<file path="src/sv/serial_frame_receiver_drive_decode_assert.svh">
// ----------------------------------------------------------------------------
// Assertion macros for the serial frame receiver
// Shared immediate-style wrappers around clocked concurrent assertions.
// ----------------------------------------------------------------------------
`ifndef SERIAL_FRAME_RECEIVER_DRIVE_DECODE_ASSERT_SVH
`define SERIAL_FRAME_RECEIVER_DRIVE_DECODE_ASSERT_SVH

// Same-cycle implication, checked on every rising clock edge outside reset.
`define SFR_ASSERT_NOW(lbl, ante, cons, msg) \
   lbl: assert property (@(posedge clock) disable iff (reset) (ante) |-> (cons)) \
      else $error(msg);

// Next-cycle implication, checked on every rising clock edge outside reset.
`define SFR_ASSERT_NEXT(lbl, ante, cons, msg) \
   lbl: assert property (@(posedge clock) disable iff (reset) (ante) |=> (cons)) \
      else $error(msg);

`endif

</file>
<file path="src/sv/sfr_pkg.sv">
// ----------------------------------------------------------------------------
// sfr_pkg
// Types and constants shared by the serial frame receiver modules.
// ----------------------------------------------------------------------------
`default_nettype none

package sfr_pkg;

   localparam int unsigned BYTE_W  = 8;
   localparam int unsigned POS_W   = 9;
   localparam int unsigned DRIVE_W = 4;
   localparam int unsigned CSR_IDX_W  = 2;
   localparam int unsigned CSR_DATA_W = 9;

   localparam logic [BYTE_W-1:0] HEAD_FIRST    = 8'hAB;
   localparam logic [BYTE_W-1:0] HEAD_SECOND   = 8'hBA;
   localparam logic [POS_W-1:0]  PAYLOAD_START = 9'd5;
   localparam logic [POS_W-1:0]  LENGTH_POS    = 9'd4;
   localparam logic [POS_W-1:0]  MAX_POS       = 9'd260;

   // Register indexes of the configuration port.
   localparam logic [CSR_IDX_W-1:0] CSR_COMMAND_POSITION = 2'd0;
   localparam logic [CSR_IDX_W-1:0] CSR_CONTROL_POSITION = 2'd1;
   localparam logic [CSR_IDX_W-1:0] CSR_CONTROL_CODE     = 2'd2;

   localparam logic [POS_W-1:0]  RST_COMMAND_POSITION = 9'd2;
   localparam logic [POS_W-1:0]  RST_CONTROL_POSITION = 9'd8;
   localparam logic [BYTE_W-1:0] RST_CONTROL_CODE     = 8'd1;

   typedef struct packed {
      logic [POS_W-1:0]  command_position;
      logic [POS_W-1:0]  control_position;
      logic [BYTE_W-1:0] control_code;
   } cfg_type;

   typedef struct packed {
      logic               frame_done;
      logic               frame_ok;
      logic [DRIVE_W-1:0] drive_bits;
      logic               drive_updated;
      logic               reply_request;
   } result_type;

   typedef struct packed {
      logic [POS_W-1:0]   frame_position;
      logic [DRIVE_W-1:0] drive_state;
   } parse_status_type;

endpackage

`default_nettype wire

</file>
<file path="src/sv/sfr_if.sv">
// ----------------------------------------------------------------------------
// sfr_req_if / sfr_rsp_if
// Valid/ready channels carrying received bytes in and frame results out.
// ----------------------------------------------------------------------------
`default_nettype none

interface sfr_req_if;
   logic       valid;
   logic       ready;
   logic [7:0] rx_byte;

   modport source (output valid, output rx_byte, input ready);
   modport sink   (input valid, input rx_byte, output ready);
endinterface

interface sfr_rsp_if;
   logic       valid;
   logic       ready;
   logic       frame_done;
   logic       frame_ok;
   logic [3:0] drive_bits;
   logic       drive_updated;
   logic       reply_request;

   modport source (output valid, output frame_done, output frame_ok,
                   output drive_bits, output drive_updated,
                   output reply_request, input ready);
   modport sink   (input valid, input frame_done, input frame_ok,
                   input drive_bits, input drive_updated,
                   input reply_request, output ready);
endinterface

`default_nettype wire

</file>
<file path="src/sv/sfr_csr.sv">
// ----------------------------------------------------------------------------
// sfr_csr
// Configuration registers written through a plain write port.
// ----------------------------------------------------------------------------
`default_nettype none

module sfr_csr (
   input  wire logic                           clock,
   input  wire logic                           reset,
   input  wire logic                           csr_we,
   input  wire logic [sfr_pkg::CSR_IDX_W-1:0]  csr_index,
   input  wire logic [sfr_pkg::CSR_DATA_W-1:0] csr_wdata,
   output sfr_pkg::cfg_type                    cfg
);
   import sfr_pkg::*;

   cfg_type cfg_ff;
   cfg_type cfg_in;

   always_comb begin
      cfg_in = cfg_ff;
      if (csr_we) begin
         if (csr_index == CSR_COMMAND_POSITION) begin
            cfg_in.command_position = csr_wdata[POS_W-1:0];
         end else if (csr_index == CSR_CONTROL_POSITION) begin
            cfg_in.control_position = csr_wdata[POS_W-1:0];
         end else if (csr_index == CSR_CONTROL_CODE) begin
            cfg_in.control_code = csr_wdata[BYTE_W-1:0];
         end
      end
   end

   always_ff @(posedge clock) begin
      if (reset) begin
         cfg_ff.command_position <= RST_COMMAND_POSITION;
         cfg_ff.control_position <= RST_CONTROL_POSITION;
         cfg_ff.control_code     <= RST_CONTROL_CODE;
      end else begin
         cfg_ff <= cfg_in;
      end
   end

   assign cfg = cfg_ff;

endmodule

`default_nettype wire

</file>
<file path="src/sv/sfr_parse.sv">
// ----------------------------------------------------------------------------
// sfr_parse
// Frame parser state: position, length, running sum, captures and drive.
// ----------------------------------------------------------------------------
`default_nettype none

module sfr_parse (
   input  wire logic                       clock,
   input  wire logic                       reset,
   input  wire logic                       step,
   input  wire logic [sfr_pkg::BYTE_W-1:0] rx_byte,
   input  sfr_pkg::cfg_type                cfg,
   output sfr_pkg::result_type             result,
   output sfr_pkg::parse_status_type       status
);
   import sfr_pkg::*;

   logic [POS_W-1:0]   pos_ff,   pos_in;
   logic [BYTE_W-1:0]  len_ff,   len_in;
   logic [BYTE_W-1:0]  sum_ff,   sum_in;
   logic [BYTE_W-1:0]  cmd_ff,   cmd_in;
   logic [BYTE_W-1:0]  ctrl_ff,  ctrl_in;
   logic [DRIVE_W-1:0] drive_ff, drive_in;

   logic [POS_W-1:0]  frame_end;
   logic [BYTE_W-1:0] sum_add;
   logic              done;
   logic              ok;
   logic              upd;

   assign frame_end = {1'b0, len_ff} + PAYLOAD_START;
   assign sum_add   = sum_ff + rx_byte;

   always_comb begin
      // Captures take effect before the drive decision of the same byte.
      cmd_in  = (pos_ff == cfg.command_position) ? rx_byte : cmd_ff;
      ctrl_in = (pos_ff == cfg.control_position) ? rx_byte : ctrl_ff;
      len_in  = len_ff;
      sum_in  = sum_add;
      pos_in  = pos_ff + 9'd1;
      done    = 1'b0;
      ok      = 1'b0;

      if (pos_ff == '0) begin
         if (rx_byte == HEAD_FIRST) begin
            sum_in = rx_byte;
         end else begin
            sum_in = '0;
            pos_in = '0;
         end
      end else if (pos_ff == 9'd1) begin
         if (rx_byte != HEAD_SECOND) begin
            sum_in = '0;
            pos_in = '0;
         end
      end else if (pos_ff < PAYLOAD_START) begin
         if (pos_ff == LENGTH_POS) begin
            len_in = rx_byte;
         end
      end else if (pos_ff >= frame_end) begin
         done   = 1'b1;
         ok     = (rx_byte == sum_ff);
         sum_in = '0;
         pos_in = '0;
      end

      upd      = ok && (cmd_in == cfg.control_code);
      drive_in = upd ? ctrl_in[DRIVE_W-1:0] : drive_ff;
   end

   always_ff @(posedge clock) begin
      if (reset) begin
         pos_ff   <= '0;
         len_ff   <= '0;
         sum_ff   <= '0;
         cmd_ff   <= '0;
         ctrl_ff  <= '0;
         drive_ff <= '0;
      end else if (step) begin
         pos_ff   <= pos_in;
         len_ff   <= len_in;
         sum_ff   <= sum_in;
         cmd_ff   <= cmd_in;
         ctrl_ff  <= ctrl_in;
         drive_ff <= drive_in;
      end
   end

   always_comb begin
      result.frame_done    = done;
      result.frame_ok      = ok;
      result.drive_bits    = drive_in;
      result.drive_updated = upd;
      result.reply_request = upd;
   end

   assign status.frame_position = pos_ff;
   assign status.drive_state    = drive_ff;

endmodule

`default_nettype wire

</file>
<file path="src/sv/serial_frame_receiver_drive_decode.sv">
// ----------------------------------------------------------------------------
// serial_frame_receiver_drive_decode
// Frame receiver with additive checksum and held drive-control outputs.
// ----------------------------------------------------------------------------
// Usage: received bytes enter on the req channel, one byte per transaction.
// For every byte the block returns exactly one result transaction on the
// rsp channel: frame_done marks the checksum byte of a frame, frame_ok a
// matching checksum, drive_bits the held drive state after this byte, and
// drive_updated together with reply_request flag a frame that loaded them.
// A byte accepted on req sits in the input register, is decoded into the
// result register once that register is free, and is offered on rsp from
// then on. Throughput is one byte per cycle while rsp does not stall; the
// rate is set by the single pass of compare, add and position update
// between the two registers. The csr port writes command_position (index
// 0), control_position (index 1) and control_code (index 2) and is meant
// to be used while no transaction is in flight.
// Reset clears both pipeline stages, restarts the header search with a zero
// sum, turns all drives off and loads the register defaults 2, 8 and 1.
// When the receiver stalls, the result is held and the input register still
// takes one more byte; req.ready drops only when both stages are full.
// ----------------------------------------------------------------------------
`default_nettype none

`include "serial_frame_receiver_drive_decode_assert.svh"

module serial_frame_receiver_drive_decode (
   input  wire logic                           clock,
   input  wire logic                           reset,
   sfr_req_if.sink                             req,
   sfr_rsp_if.source                           rsp,
   input  wire logic                           csr_we,
   input  wire logic [sfr_pkg::CSR_IDX_W-1:0]  csr_index,
   input  wire logic [sfr_pkg::CSR_DATA_W-1:0] csr_wdata
);
   import sfr_pkg::*;

   cfg_type          cfg;
   result_type       result;
   parse_status_type status;

   // Input register stage.
   logic              in_valid_ff, in_valid_in;
   logic [BYTE_W-1:0] in_byte_ff,  in_byte_in;

   // Result register stage.
   logic       out_valid_ff, out_valid_in;
   result_type out_ff,       out_in;

   logic out_free;
   logic step;
   logic req_take;

   // The result register can load when it is empty or being drained.
   assign out_free  = !out_valid_ff || rsp.ready;
   assign step      = in_valid_ff && out_free;
   assign req.ready = !in_valid_ff || out_free;
   assign req_take  = req.valid && req.ready;

   sfr_csr u_csr (
      .clock     (clock),
      .reset     (reset),
      .csr_we    (csr_we),
      .csr_index (csr_index),
      .csr_wdata (csr_wdata),
      .cfg       (cfg)
   );

   sfr_parse u_parse (
      .clock   (clock),
      .reset   (reset),
      .step    (step),
      .rx_byte (in_byte_ff),
      .cfg     (cfg),
      .result  (result),
      .status  (status)
   );

   always_comb begin
      in_valid_in = in_valid_ff;
      in_byte_in  = in_byte_ff;
      if (req_take) begin
         in_valid_in = 1'b1;
         in_byte_in  = req.rx_byte;
      end else if (step) begin
         in_valid_in = 1'b0;
      end

      out_valid_in = out_valid_ff;
      out_in       = out_ff;
      if (step) begin
         out_valid_in = 1'b1;
         out_in       = result;
      end else if (rsp.ready) begin
         out_valid_in = 1'b0;
      end
   end

   always_ff @(posedge clock) begin
      if (reset) begin
         in_valid_ff  <= 1'b0;
         out_valid_ff <= 1'b0;
      end else begin
         in_valid_ff  <= in_valid_in;
         out_valid_ff <= out_valid_in;
      end
   end

   always_ff @(posedge clock) begin
      in_byte_ff <= in_byte_in;
      out_ff     <= out_in;
   end

   assign rsp.valid         = out_valid_ff;
   assign rsp.frame_done    = out_ff.frame_done;
   assign rsp.frame_ok      = out_ff.frame_ok;
   assign rsp.drive_bits    = out_ff.drive_bits;
   assign rsp.drive_updated = out_ff.drive_updated;
   assign rsp.reply_request = out_ff.reply_request;

   // A drive load needs a frame that finished with a good checksum.
   `SFR_ASSERT_NOW(a_upd_needs_ok, rsp.valid && rsp.drive_updated,
      rsp.frame_ok && rsp.frame_done && rsp.reply_request,
      "drive update without a completed good frame")

   // The frame position never runs past the longest possible frame.
   `SFR_ASSERT_NOW(a_pos_bound, 1'b1, status.frame_position <= MAX_POS,
      "frame position beyond the last checksum index")

   // A byte waiting in the input register is kept until it is decoded.
   `SFR_ASSERT_NEXT(a_in_hold, in_valid_ff && !out_free,
      in_valid_ff && $stable(in_byte_ff),
      "pending input byte lost while the result stage was full")

   // The held drive state moves only when a byte is decoded.
   `SFR_ASSERT_NEXT(a_drive_hold, !step, $stable(status.drive_state),
      "drive state changed without a decoded byte")

endmodule

`default_nettype wire
</file>
<file path="src/flat_wrapper.sv">
// flat-port wrapper written by rule: the top's interface ports become plain ports
module serial_frame_receiver_drive_decode_flat import sfr_pkg::*;
  (clock, reset, csr_we, csr_index, csr_wdata, req_valid, req_rx_byte, req_ready, rsp_valid, rsp_frame_done, rsp_frame_ok, rsp_drive_bits, rsp_drive_updated, rsp_reply_request, rsp_ready);
  sfr_req_if req_i ();
  sfr_rsp_if rsp_i ();
  input  wire logic clock;
  input  wire logic reset;
  input  wire logic csr_we;
  input  wire logic [sfr_pkg::CSR_IDX_W-1:0] csr_index;
  input  wire logic [sfr_pkg::CSR_DATA_W-1:0] csr_wdata;
  input wire logic [$bits(req_i.valid)-1:0] req_valid;
  input wire logic [$bits(req_i.rx_byte)-1:0] req_rx_byte;
  output wire logic [$bits(req_i.ready)-1:0] req_ready;
  output wire logic [$bits(rsp_i.valid)-1:0] rsp_valid;
  output wire logic [$bits(rsp_i.frame_done)-1:0] rsp_frame_done;
  output wire logic [$bits(rsp_i.frame_ok)-1:0] rsp_frame_ok;
  output wire logic [$bits(rsp_i.drive_bits)-1:0] rsp_drive_bits;
  output wire logic [$bits(rsp_i.drive_updated)-1:0] rsp_drive_updated;
  output wire logic [$bits(rsp_i.reply_request)-1:0] rsp_reply_request;
  input wire logic [$bits(rsp_i.ready)-1:0] rsp_ready;
  assign req_i.valid = req_valid;
  assign req_i.rx_byte = req_rx_byte;
  assign req_ready = req_i.ready;
  assign rsp_valid = rsp_i.valid;
  assign rsp_frame_done = rsp_i.frame_done;
  assign rsp_frame_ok = rsp_i.frame_ok;
  assign rsp_drive_bits = rsp_i.drive_bits;
  assign rsp_drive_updated = rsp_i.drive_updated;
  assign rsp_reply_request = rsp_i.reply_request;
  assign rsp_i.ready = rsp_ready;
  serial_frame_receiver_drive_decode u_core (.clock(clock), .reset(reset), .req(req_i), .rsp(rsp_i), .csr_we(csr_we), .csr_index(csr_index), .csr_wdata(csr_wdata));
endmodule
</file>
<file path="config.mk">
export PLATFORM = sky130hd
export DESIGN_NAME = serial_frame_receiver_drive_decode_flat
export DESIGN_NICKNAME = d
export VERILOG_FILES = /design/src/sv/sfr_pkg.sv /design/src/sv/sfr_if.sv /design/src/sv/sfr_csr.sv /design/src/sv/sfr_parse.sv /design/src/sv/serial_frame_receiver_drive_decode.sv /design/src/flat_wrapper.sv
export VERILOG_INCLUDE_DIRS = /design/src /design/src/sv
export SDC_FILE = /design/constraint.sdc
export NUM_CORES = 1
export LEC_CHECK = 0
export BUFFER_PORTS_ARGS = -buffer_cell sky130_fd_sc_hd__buf_2
export CORE_MARGIN = 4
export CORE_UTILIZATION = 39
export CTS_CLUSTER_SIZE = 20
export DETAILED_ROUTE_END_ITERATION = 16
export GPL_ROUTABILITY_DRIVEN = 0
export GPL_TIMING_DRIVEN = 0
export PLACE_DENSITY = 0.58
export SYNTH_ARGS = -nofsm -noshare
export SYNTH_HDL_FRONTEND = slang
export SYNTH_SLANG_ARGS = --single-unit
</file>
<file path="constraint.sdc">
create_clock -name clock -period 2.8 [get_ports clock]
set_input_delay 0 -clock clock [delete_from_list [all_inputs] [get_ports clock]]
set_output_delay 0 -clock clock [all_outputs]
set_load 0.01 [all_outputs]
</file>
* After elaboration in Yosys (flattened, before gate mapping)
Index checks and enable logic that the tools add are counted.
Word-level totals: register bits after elaboration 84, bits in latches 0, RAM bits 0, ROM bits 0, input bits 24, output and inout bits 10, logic and storage cells 75, memories kept 0
Cells by class: add/sub/neg operators 3, multipliers 0, div/mod/pow operators 0, magnitude comparators 2, equality and inequality tests 10, shifts and indexed selects 0, mux-type cells 24, bitwise logic cells 4, reductions and logical operators 16
Operators with widths (count):
- $mux 8 | 7
- $mux 9 | 6
- $eq 9x9->1 | 2
- $eq 8x8->1 | 2
- $add 8x3->9 const B | 1
- $add 9x1->9 const B | 1
- $eq 9x1->1 const B | 1
- $eq 9x3->1 const B | 1
- $ge 9x9->1 | 1
- $logic_not 9->1 | 1
- $lt 9x3->1 const B | 1
- $mux 1 | 9
- $add 8x8->8 | 1
- $eq 8x8->1 const B | 1
- $mux 4 | 2
- $ne 8x8->1 const B | 1
- $reduce_and 5->1 | 1
- $not 1->1 | 4
- $reduce_and 4->1 | 1
- $reduce_bool 2->1 | 2
- $logic_and 1x1->1 | 3
- $reduce_and 3->1 | 1
- $reduce_or 3->1 | 1
- $eq 2x1->1 const B | 1
- 5 further kinds | 7

* Depth between registers and ports, before layout
depth after elaboration 8, depth in mapped cells 12, gate-level depth less buffers 12

* Modules after synthesis
A second synthesis with hierarchy kept.
Second synthesis, totals: cell total of the unflattened synthesis 467, area total of the unflattened synthesis 4548.1 um^2
By module, submodules not included:
- sfr_parse | times used 1, cells each 338, area each 2877.8 um^2
- sfr_csr | times used 1, cells each 103, area each 1086.0 um^2
- serial_frame_receiver_drive_decode | times used 1, cells each 26, area each 584.3 um^2

* Worst setup path after synthesis
No wires, ideal clock.
path kind register to register, start point register u_core.u_parse.len_ff[0], end point register u_core.out_ff, in the netlist u_core.rsp.drive_bits[0], data pin, setup time 0.260 ns, arrival 2.461 ns, slack 0.079 ns, stages on the path, launching flop included 11, path buffers 0, period minus slack after synthesis 2.721 ns, cell sequence dfxtp_1 -> ha_1 -> o21ai_0 -> xor2_1 -> ha_1 -> nand2_1 -> or3_1 -> a22oi_1 -> nand4_1 -> clkinv_2 -> mux2_2
RTL lines:
- start, declared | line sfr_parse.sv:19 | logic [BYTE_W-1:0] len_ff, len_in;
- start signal, assigned | line sfr_parse.sv:81 | len_ff <= len_in;
- end signal, assigned | line serial_frame_receiver_drive_decode.sv:110 | out_ff <= out_in;
- end, declared | line serial_frame_receiver_drive_decode.sv:47 | result_type out_ff, out_in;

==> reports/qor.yml <==
run_status:
  status: "finished, violations left"
  violations: "setup timing"
logic_synthesis:
  yosys_warnings: 0
  synth_ff_type: "dfxtp_1"
  synthArstFlopShare: 0
  syn_area_mm2: 0.00428
  syn_nets: 498
  ys_ff_latch: 84
  syn_inst: 453
  ys_types: 50
  post_synth.cell_area_avg_um2: 9.44
  synth_edf_count: 15
  ys_seq_area_frac: 0.428
routing:
  via_count: 3395
  post-route-drc-count: 0
  routed_wl_mm: 10.3
  drtIter0Drc: 182
  detail-route-antenna-nets: 0
  drt_pass1_iterations: 4
  drt-wirelength-per-cell_um: 15.4
  drt-vias-per-instance: 5.08
sta:
  setup_viol: 2
  fin_ws_ns: -0.00562
  rsz0062_at_grt: "yes"
  max_freq_ghz: 0.356
  maxSlewViolCount: 0
  fin_crit_ns: 2.81
  tightest_slew_ns: 1.24
  maxSlewHeadroom: 0.164
  worst_clock_skew_ns: 0.0143
  final.period_utilization: 1.00
  hold_violations: 0
  timing.hold.ws_ns: 0.0704
floorplan:
  fp.dieH_um: 113
  die_x_um: 113
  io_pins: 34
  dieArea_mm2: 0.0127
  core_region_area_mm2: 0.0105
  row_count: 37
  start_util: 0.407
critical_path:
  crit_chain: "a21oi_4 -> nand3b_1 -> xor2_2 -> ha_1 -> nand2_2 -> or3_4 -> a22oi_2 -> nand4_1 -> clkinv_2 -> mux2_4"
  startpoint_type: "register"
  slowest_delay_ns: 0.40
  crit_type: "register to register"
  worst_setup_path_end_kind: "register"
  crit_path_top_delay_cell: "dfxtp_4"
  cp.arrival_ns: 2.92
  crit_buf_inv: 1
  cp_max_fo: 5
  crit_required_ns: 2.92
  path_delay_family: "simple AND/OR/NAND/NOR gates"
grt:
  grt.overflow.total: 0
  grt_use_met2: 0.284
  first_global_vias: 3457
  grt_max_degree: 17
  track_usage: 0.169
  grt_util_met3: 0.0305
  grt_pass1_wl_mm: 17.2
  grt_busiest_layer: "met2"
  antenna_found_initial: 0
  use_met1: 0.215
place:
  port-buffer-count: 32
  dp_cells: 621
  dpl.hpwl_mm: 7.31
  place_ws_ns: -0.502
cts:
  root_buffer: "clkbuf_8"
  cts_sinks: 84
  h-tree-depth: 3
  clk_latency_ns: 0.36
  cts_made_buffers: 9
  cts_tree: "done"
  clockBufferDepth: 2
  path_clk_slew_ns: 0.09
pwr:
  intPower_uw: 1700
  power.density_mw_per_mm2: 449
  peakVddDrop_mv: 0.361
  p_sw_uw: 636
  pwr-share-clk: 0.340
  switching_share: 0.272
  p_comb_frac: 0.104
  p_seq_frac: 0.556
  p_leak_uw: 0.00207
layout:
  layout.cells.non_filler: 668
  layout_commonest_cell: "nor2_1"
  antenna_cells: 0
  syn_to_final_growth_pct: 21.7
  fin_util: 0.496
  final_cell_mix: "nor2_1, dfxtp_1, buf_2, mux2i_1, xnor2_1"
  fillCellCount: 994
  fin_nets: 572
  drive_gt1_frac: 0.188
min_path:
  min_path_type: "input pin to register"
job:
  max_cap_viol_count: 0
[power groups by stage]
| stage | logic, µW | registers, µW | clock network [µW] |
|---|---|---|---|
| 5_1_grt | 274 | 1300 | 877 |
| 4_1_cts | 240 | 1300 | 815 |
| 3_5_place_dp | 218 | 1330 | 0 |
| 3_3_place_gp | 213 | 1330 | 0 |
| 6_report | 244 | 1300 | 795 |
| 2_1_floorplan | 149 | 1320 | 0 |
[state kept, by name (all words and copies together), names as in the netlist]
name	cells
u_core.in_valid_ff	1
u_core.rsp.drive_bits	4
u_core.u_csr.cfg	26
u_core.u_parse.cmd_ff	8
u_core.rsp.frame_ok	1
u_core.u_parse.sum_ff	8
u_core.rsp.valid	1
u_core.u_parse.drive_ff	4
u_core.u_parse.ctrl_ff	4
u_core.u_parse.pos_ff	9
u_core.rsp.reply_request	1
u_core.in_byte_ff	8
u_core.rsp.frame_done	1
u_core.u_parse.len_ff	8
[per-layer routing]
metal  vias to the layer above  share of wire
met1                      1603           0.45
met3                        14          0.037
met5                         -              0
li1                       1713              -
met2                        65           0.50
met4                         0          0.015
[kinds of logic after synthesis]
kind of cell | Yosys count | share of synthesized area
fa+ha+maj | 21 | 0.0632
xor+xnor | 49 | 0.100
simple gates | 164 | 0.185
flops | 84 | 0.428
buf+inv | 38 | 0.0415
mux | 44 | 0.105
compound gates | 53 | 0.0763
[worst min-delay path, delay by kind of cell]
family / cells / cell delay (ns)
compound gates: 1 / 0.11
buf+inv: 1 / 0.09
simple gates: 2 / 0.21
[final timing paths]
path	startpoint	to	slack, ns	cells after the start
setup / recovery	u_core.u_parse.len_ff[0]	u_core.rsp.drive_bits[1]	-0.006	10
hold / removal	csr_index[0]	u_core.u_csr.cfg[11]	0.07	4
setup reg to reg	u_core.u_parse.len_ff[0]	u_core.rsp.drive_bits[1]	-0.006	10
hold reg to reg	u_core.u_parse.sum_ff[4]	u_core.u_parse.sum_ff[4]	0.46	2
[synthesized netlist by cell type, types with 2 or more instances]
cell	number	area [µm²]
o21bai_1	2	15.0
buf_2	5	25.0
nor2_1	79	297
o21ai_0	5	25.0
nand2b_1	4	25.0
or3_1	3	18.8
clkbuf_1	12	45.0
a21o_1	2	15.0
and3_1	2	12.5
nand4_1	7	43.8
ha_1	20	250
dfxtp_1	69	1380
and4_1	2	17.5
nand3b_1	5	37.5
xor2_1	20	175
edfxtp_1	15	450
o2111ai_1	2	17.5
o211ai_1	2	15.0
xnor2_1	29	254
nand2_1	14	52.6
mux2_2	8	90.1
nor2b_1	4	25.0
nor4_1	5	31.3
and2_1	3	18.8
a211o_1	3	26.3
buf_6	3	33.8
nor3_1	21	105
nand3_1	10	50.1
a21oi_1	28	140
mux2i_1	36	360
inv_1	14	52.6
[stage by stage]
stage          total power [µW]  instance area, µm²  setup TNS (ns)
6_report                   2340                5210        -0.00896
5_1_grt                    2450                5210          -0.678
4_1_cts                    2350                5080               0
3_5_place_dp               1550                4610           -3.51
3_3_place_gp               1540                4610           -3.07
2_1_floorplan              1470                4280               0
[repair_timing]
| action | 4_1_cts | 5_1_grt |
|---|---|---|
| endpoints found under the setup margin | 22 | 25 |
| pin swaps | 2 | 15 |
| cloned | 1 | 1 |
| hold endpoints to repair | 34 | 0 |
| hold buffers | 20 | 0 |
| resized for setup | 16 | 24 |
| setup buffers | 7 | 2 |
[final cells by class]
type | instances | area [µm²] | share of cell area
buffer | 23 | 126 | 0.0243
clock buffer | 9 | 124 | 0.0238
clock inverter | 7 | 48.8 | 0.00937
inverter | 15 | 57.6 | 0.0111
multi-input combinational | 331 | 2390 | 0.459
sequential | 84 | 1850 | 0.355
tap | 136 | 170 | 0.0327
timing repair buffer | 62 | 439 | 0.0843
timing repair inverter | 1 | 3.75 | 0.000721
Power figures use the tool's default switching activity.
